[src/design/nibble_table_hash_bucket_macros.svh]
// assertion macros shared by the hash bucket design
`ifndef NIBBLE_TABLE_HASH_BUCKET_MACROS_SVH
`define NIBBLE_TABLE_HASH_BUCKET_MACROS_SVH

// same-cycle implication, checked out of reset
`define NTH_ASSERT_NOW(label, ante, cons, msg) \
	label: assert property (@(posedge clk) disable iff (!arst_n) (ante) |-> (cons)) \
		else $error(msg);

// next-cycle implication, checked out of reset
`define NTH_ASSERT_NEXT(label, ante, cons, msg) \
	label: assert property (@(posedge clk) disable iff (!arst_n) (ante) |=> (cons)) \
		else $error(msg);

`endif

[src/design/nth_pkg.sv]
// types, constants and hash functions for the nibble table hash bucket block
`timescale 1ns / 1ps

package nth_pkg;

	localparam int HASH_W    = 32;
	localparam int OUT_W     = 31;
	localparam int BYTE_W    = 8;
	localparam int NIB_W     = 4;
	localparam int DIV_STEPS = OUT_W;
	localparam int CNT_W     = $clog2(DIV_STEPS);
	localparam int ADDR_W    = 3;
	localparam int DATA_W    = 32;

	localparam logic [ADDR_W-3:0] REG_BUCKET_COUNT   = 1'b0;
	localparam logic [OUT_W-1:0]  BUCKET_COUNT_RESET = 31'd1;

	typedef enum logic [2:0] {
		S_IDLE = 3'b001,
		S_DIV  = 3'b010,
		S_DONE = 3'b100
	} nth_state_t;

	typedef struct packed {
		logic fold;
		logic start;
		logic step;
		logic load_out;
	} nth_cmd_t;

	function automatic logic [HASH_W-1:0] nth_nib_word(input logic [NIB_W-1:0] idx);
		logic [HASH_W-1:0] w;
		unique case (idx)
			4'h0: w = 32'h00000000;
			4'h1: w = 32'hCC017601;
			4'h2: w = 32'hD8014C01;
			4'h3: w = 32'h14003A00;
			4'h4: w = 32'hF0013801;
			4'h5: w = 32'h3C004E00;
			4'h6: w = 32'h28007400;
			4'h7: w = 32'hE4010201;
			4'h8: w = 32'hA001D001;
			4'h9: w = 32'h6C00A600;
			4'hA: w = 32'h78009C00;
			4'hB: w = 32'hB401EA01;
			4'hC: w = 32'h5000E800;
			4'hD: w = 32'h9C019E01;
			4'hE: w = 32'h8801A401;
			4'hF: w = 32'h4400D200;
			default: w = '0;
		endcase
		return w;
	endfunction

	function automatic logic [HASH_W-1:0] nth_fold(input logic [HASH_W-1:0] h,
			input logic [NIB_W-1:0] nib);
		return (h >> NIB_W) ^ nth_nib_word(h[NIB_W-1:0]) ^ nth_nib_word(nib);
	endfunction

endpackage

[src/design/nth_dp.sv]
// datapath: running hash, restoring remainder unit and result registers
`timescale 1ns / 1ps

module nth_dp
	import nth_pkg::*;
(
	input  logic              clk,
	input  logic              arst_n,
	input  nth_cmd_t          cmd,
	input  logic [BYTE_W-1:0] data_byte,
	input  logic [OUT_W-1:0]  bucket_count,
	output logic [OUT_W-1:0]  bucket,
	output logic [OUT_W-1:0]  hash_value
);

	logic [HASH_W-1:0] hash_q;
	logic [HASH_W-1:0] fold_lo;
	logic [HASH_W-1:0] fold_hi;
	logic [OUT_W-1:0]  hash_keep_q;
	logic [OUT_W-1:0]  dvd_q;
	logic [OUT_W-1:0]  div_q;
	logic [OUT_W-1:0]  rem_q;
	logic [OUT_W:0]    trial;
	logic [OUT_W+1:0]  diff;
	logic [OUT_W-1:0]  bucket_q;
	logic [OUT_W-1:0]  hash_value_q;

	// low nibble first, then high nibble
	assign fold_lo = nth_fold(hash_q, data_byte[NIB_W-1:0]);
	assign fold_hi = nth_fold(fold_lo, data_byte[BYTE_W-1:NIB_W]);

	// one quotient bit per cycle, only the remainder is kept
	assign trial = {rem_q, dvd_q[OUT_W-1]};
	assign diff  = {1'b0, trial} - {2'b00, div_q};

	always_ff @(posedge clk or negedge arst_n) begin
		if (!arst_n) begin
			hash_q <= '0;
		end else if (cmd.start) begin
			hash_q <= '0;
		end else if (cmd.fold) begin
			hash_q <= fold_hi;
		end
	end

	always_ff @(posedge clk) begin
		if (cmd.start) begin
			hash_keep_q <= fold_hi[OUT_W-1:0];
			dvd_q       <= fold_hi[OUT_W-1:0];
			rem_q       <= '0;
			// a zero bucket count divides by one
			div_q       <= (bucket_count == '0) ? OUT_W'(1) : bucket_count;
		end else if (cmd.step) begin
			dvd_q <= {dvd_q[OUT_W-2:0], 1'b0};
			rem_q <= diff[OUT_W+1] ? trial[OUT_W-1:0] : diff[OUT_W-1:0];
		end
		if (cmd.load_out) begin
			bucket_q     <= rem_q;
			hash_value_q <= hash_keep_q;
		end
	end

	assign bucket     = bucket_q;
	assign hash_value = hash_value_q;

endmodule

[src/design/nth_ctrl.sv]
// controller: byte acceptance, divider sequencing and result handoff
`timescale 1ns / 1ps
`include "nibble_table_hash_bucket_macros.svh"

module nth_ctrl
	import nth_pkg::*;
(
	input  logic     clk,
	input  logic     arst_n,
	input  logic     in_valid,
	input  logic     last_byte,
	input  logic     out_ready,
	output logic     in_ready,
	output logic     out_valid,
	output nth_cmd_t cmd
);

	nth_state_t       state_q;
	nth_state_t       state_d;
	logic [CNT_W-1:0] cnt_q;
	logic             out_valid_q;
	logic             accept;
	logic             slot_free;
	logic             div_last;

	assign accept    = in_valid && in_ready;
	assign slot_free = !out_valid_q || out_ready;
	assign div_last  = (cnt_q == CNT_W'(DIV_STEPS - 1));

	always_comb begin
		state_d      = state_q;
		in_ready     = 1'b0;
		cmd          = '0;
		unique case (state_q)
			S_IDLE: begin
				in_ready  = 1'b1;
				cmd.fold  = accept && !last_byte;
				cmd.start = accept && last_byte;
				if (accept && last_byte) begin
					state_d = S_DIV;
				end
			end
			S_DIV: begin
				cmd.step = 1'b1;
				if (div_last) begin
					state_d = S_DONE;
				end
			end
			S_DONE: begin
				// wait for the output register to drain
				if (slot_free) begin
					cmd.load_out = 1'b1;
					state_d      = S_IDLE;
				end
			end
			default: begin
				state_d = S_IDLE;
			end
		endcase
	end

	always_ff @(posedge clk or negedge arst_n) begin
		if (!arst_n) begin
			state_q     <= S_IDLE;
			cnt_q       <= '0;
			out_valid_q <= 1'b0;
		end else begin
			state_q <= state_d;
			if (cmd.start) begin
				cnt_q <= '0;
			end else if (cmd.step) begin
				cnt_q <= cnt_q + CNT_W'(1);
			end
			if (cmd.load_out) begin
				out_valid_q <= 1'b1;
			end else if (out_ready) begin
				out_valid_q <= 1'b0;
			end
		end
	end

	assign out_valid = out_valid_q;

	`NTH_ASSERT_NEXT(a_start_div, cmd.start, (state_q == S_DIV) && (cnt_q == '0),
		"last byte did not start the divider")
	`NTH_ASSERT_NEXT(a_div_len, (state_q == S_DIV) && div_last, state_q == S_DONE,
		"divider ran past its step count")
	`NTH_ASSERT_NOW(a_load_free, cmd.load_out, !out_valid_q || out_ready,
		"result loaded over a pending transaction")
	`NTH_ASSERT_NOW(a_rise_from_done, $rose(out_valid_q), $past(state_q == S_DONE),
		"result appeared without a finished division")

endmodule

[src/design/nibble_table_hash_bucket.sv]
// top level of the nibble table hash with modulo bucket selection
//
//  channel   signals                                   direction
//  input     in_valid / in_ready, data_byte, last_byte  in
//  output    out_valid / out_ready, bucket, hash_value  out
//  config    psel penable pwrite paddr pwdata prdata    apb, bucket_count at 0x0
//
// a byte without the last flag is folded into the running hash, both nibble steps together
// a last byte is folded, then runs 31 restoring remainder steps, then the result load
// the one-bit-per-cycle remainder unit sets the per-key cost
// a result still waiting on out_ready holds the next key in its load cycle, input stays blocked
// asynchronous reset clears the running hash and sets bucket_count to 1
`timescale 1ns / 1ps

module nibble_table_hash_bucket
	import nth_pkg::*;
(
	input  logic              clk,
	input  logic              arst_n,
	input  logic              in_valid,
	output logic              in_ready,
	input  logic [BYTE_W-1:0] data_byte,
	input  logic              last_byte,
	output logic              out_valid,
	input  logic              out_ready,
	output logic [OUT_W-1:0]  bucket,
	output logic [OUT_W-1:0]  hash_value,
	input  logic              psel,
	input  logic              penable,
	input  logic              pwrite,
	input  logic [ADDR_W-1:0] paddr,
	input  logic [DATA_W-1:0] pwdata,
	output logic [DATA_W-1:0] prdata,
	output logic              pready
);

	nth_cmd_t         cmd;
	logic [OUT_W-1:0] bucket_count_q;
	logic             reg_sel;

	assign pready  = 1'b1;
	assign reg_sel = (paddr[ADDR_W-1:2] == REG_BUCKET_COUNT);

	always_ff @(posedge clk or negedge arst_n) begin
		if (!arst_n) begin
			bucket_count_q <= BUCKET_COUNT_RESET;
		end else if (psel && penable && pwrite && pready && reg_sel) begin
			bucket_count_q <= pwdata[OUT_W-1:0];
		end
	end

	assign prdata = reg_sel ? {{(DATA_W-OUT_W){1'b0}}, bucket_count_q} : '0;

	nth_ctrl u_ctrl (
		.clk       (clk),
		.arst_n    (arst_n),
		.in_valid  (in_valid),
		.last_byte (last_byte),
		.out_ready (out_ready),
		.in_ready  (in_ready),
		.out_valid (out_valid),
		.cmd       (cmd)
	);

	nth_dp u_dp (
		.clk          (clk),
		.arst_n       (arst_n),
		.cmd          (cmd),
		.data_byte    (data_byte),
		.bucket_count (bucket_count_q),
		.bucket       (bucket),
		.hash_value   (hash_value)
	);

endmodule
[config.mk]
export PLATFORM = sky130hd
export DESIGN_NAME = nibble_table_hash_bucket
export DESIGN_NICKNAME = d
export VERILOG_FILES = /design/src/design/nth_pkg.sv /design/src/design/nth_dp.sv /design/src/design/nth_ctrl.sv /design/src/design/nibble_table_hash_bucket.sv
export VERILOG_INCLUDE_DIRS = /design/src /design/src/design
export SDC_FILE = /design/constraint.sdc
export NUM_CORES = 1
export LEC_CHECK = 0
export ABC_CLOCK_PERIOD_IN_PS = 11990
export BUFFER_PORTS_ARGS = -buffer_cell sky130_fd_sc_hd__buf_2
export CAP_MARGIN = 20
export CORE_MARGIN = 1
export CORE_UTILIZATION = 62
export DETAILED_ROUTE_END_ITERATION = 8
export PLACE_DENSITY = 0.85
export SYNTH_ARGS = -nofsm -noshare
export SYNTH_HDL_FRONTEND = slang
export SYNTH_SLANG_ARGS = --single-unit
[constraint.sdc]
create_clock -name clk -period 11.99 [get_ports clk]
set_input_delay 1.199 -clock clk [delete_from_list [all_inputs] [get_ports clk]]
set_output_delay 1.199 -clock clk [all_outputs]
set_load 0.03 [all_outputs]
==> metrics.csv <==
metric,value,unit
die_y,139,um
hold_violations,0,
pin_count,148,
synth_top_area_frac,0.401,
leakage,0.00561,uW
skew,0.0114,ns
core_area,18100,sq um
p_int,1890,uW
fmax,0.262,GHz
tightest_slew,1.10,ns
ys_async_sr_fraction,0.279,
viasPerCell,5.79,
dp_hpwl,16000,um
gp_congestion,0.955,
synthTopCellsByArea,"edfxtp_1 40%, dfrtp_1 15%, dfxtp_1 5.3%",
yosys_warnings,0,
fin_crit_sh,0.319,
ys_seq_area_frac,0.610,
place_inst,1299,
clock_path_buffers,3,
crit_buf_inv,2,
vias,7800,
min_path_type,reg -> reg,
synthesis.area,11600,sq um
swShare,0.304,
cts_tree,yes,
cts_setup_buffers,0,
maxCapViolCount,0,
synth_edf_count,155,
crit_family,compound AO/OA/AOI/OAI gates,
grt_setup_unrepaired,no,
wl_per_cell,17.8,um
postRouteAntennaNets,0,
synth_top_area_cell,edfxtp_1,
grt.overflow.total,0,
synth_cell_type_count,69,
dieArea,19300,sq um
drc,0,
first_global_vias,7502,
cts-hold-fix-buffers,0,
io_buffers,142,
root_buffer,clkbuf_16,
cpMaxStageDelayCell,o31ai_4,
clk_latency,0.53,ns
post-place-ws,7.25,ns
arrival,4.21,ns
critPathMaxStageDelay,0.73,ns
numCtsBuffers,25,
drive_gt1_frac,0.227,
row_count,49,
htreeDepth,1,
syn_inst,983,
relSlewSlack,0.268,
p_clk_frac,0.315,
syn_nets,1068,
grt_use_total,0.256,
peakVddDrop,0.000141,V
whs,0.419,ns
worstSetupStartpointType,flip-flop,
layout.cells.non_filler,1347,
clkTransAtPathRegs,0.06,ns
netSwitchingPower,828,uW
final_nets,1183,
antenna_found_initial,1,
r2r_slack,8.17,ns
area_delta_synth_final,15.2,%
ys_seq_elements,258,
synth.most_common_cell,edfxtp_1,
initial_utilization,0.640,
layout_min_cycle_time,3.82,ns
p_comb_frac,0.240,
fin_area,13400,sq um
worstSetupEndpointType,flip-flop,
grt_pass1_wl,39000,um
die_x,139,um
finalSetupTns,0,ns
power_density,203,nW/um^2
ctsResizeCount,0,
crit_path_max_fanout,24,
status,finished clean,
setup_viol,0,
synth_flop_cell,edfxtp_1,
drtIter0Drc,731,
drt-pass1-iter-count,7,
ys_top_cells_by_count,"155 x edfxtp_1, 140 x nand2_1, 70 x dfrtp_1, 68 x o21ai_0, 51 x clkbuf_1",
synth.avg_cell_area,11.8,sq um
drv_slew,0,
path_cells,"inv_1, fa_1, nor2b_1, o2111a_1, o21a_1, a211o_1, a41oi_2, o31ai_4, buf_4, nor2_2, a22oi_1, o21ai_0",
pwr-share-seq,0.446,
fin_ws,8.17,ns
cts_sinks,258,
placed_cell_area,12400,sq um
wirelength,23900,um
required,12.37,ns
grt_max_degree,94,
path_class,reg -> reg,
## final timing paths
path | from | endpoint | cells after the start
worst max-delay path | u_dp.rem_q[0] | u_dp.rem_q[25] | 12
worst min-delay path | u_dp.hash_keep_q[13] | u_dp.hash_value[13] | 0
worst max register to register | u_dp.rem_q[0] | u_dp.rem_q[25] | 12
worst min register to register | u_dp.hash_keep_q[13] | u_dp.hash_value[13] | 0
max in group asynchronous | arst_n | bucket_count_q[17] | 2
min in group asynchronous | arst_n | u_dp.hash_q[27] | 2
## worst register-to-register path, stage by stage, from the launching register on
cell      delay, ns
dfxtp_1        0.47
inv_1          0.10
fa_1           0.44
nor2b_1        0.21
o2111a_1       0.23
o21a_1         0.23
a211o_1        0.21
a41oi_2        0.19
o31ai_4        0.73
buf_4          0.43
nor2_2         0.12
a22oi_1        0.19
o21ai_0        0.13
## kinds of logic (layout without fill, tap and decap cells)
family | after synthesis | count (layout) | share of synthesized area
flip-flops | 258 | 258 | 0.610
AO/OA/AOI/OAI | 182 | 182 | 0.102
buffers and inverters | 114 | 248 | 0.0392
adder cells (fa/ha/maj) | 34 | 34 | 0.0373
other | 2 | 3 | 0.000647
AND/OR/NAND/NOR | 280 | 280 | 0.112
multiplexers | 40 | 40 | 0.0378
XOR/XNOR | 73 | 73 | 0.0615
## power by group through the flow
stage                     combinational (uW)  clock, uW  sequential [uW]
after global placement                   615          0             1220
after global routing                     704        901             1220
final                                    653        857             1210
after CTS                                646        869             1210
after floorplan                          477          0             1190
after detailed placement                 638          0             1230
## cell type report
cell class	count	area, sq um
sequential	258	7080
fill	1207	4770
multi-input combinational	611	4090
timing repair buffer	153	817
clock buffer	33	716
tap	229	287
clock inverter	13	210
inverter	49	185
antenna	1	2.50
## metrics by stage
stage          utilization  total power, uW
5_1_grt              0.737             2830
6_report             0.737             2720
3_5_place_dp         0.686             1860
2_1_floorplan            -             1670
4_1_cts              0.737             2730
3_3_place_gp         0.684             1830
## layer usage
| layer | part of all wire | GRT usage | up-vias |
|---|---|---|---|
| met1 | 0.45 | 0.376 | 3735 |
| li1 | - | - | 3699 |
| met4 | 0.020 | 0.0778 | 0 |
| met5 | 0 | 0 | - |
| met2 | 0.45 | 0.393 | 319 |
| met3 | 0.076 | 0.0459 | 47 |
## state kept, by name, summed over array words and instances, names as in the netlist
| signal | cells |
|---|---|
| bucket_count_q | 31 |
| u_ctrl.cnt_q | 5 |
| u_ctrl.out_valid | 1 |
| u_ctrl.state_q | 3 |
| u_dp.bucket | 31 |
| u_dp.div_q | 31 |
| u_dp.dvd_q | 31 |
| u_dp.hash_keep_q | 31 |
| u_dp.hash_q | 32 |
| u_dp.hash_value | 31 |
| u_dp.rem_q | 31 |
## cell usage in the layout, fill, tap and decap left out, types with 4 or more instances in the layout
master	n
nand3b_1	4
o21a_1	5
a22oi_1	5
clkinv_1	4
clkbuf_16	25
nand3_1	26
nand2b_1	6
mux2_2	31
buf_2	142
nor2_1	31
a21oi_1	35
inv_1	47
xor2_1	26
bufinv_16	5
a22o_1	17
edfxtp_1	155
clkbuf_8	6
dfrtp_1	70
nand2_1	140
dfxtp_1	31
buf_4	9
o21bai_1	5
a21o_1	9
nor2b_1	37
xnor2_2	7
ha_1	33
nor4_1	7
mux2i_1	9
nor3_1	7
o21ai_0	68
xnor2_1	37
nand4_1	7
Power figures use the tool's default switching activity.
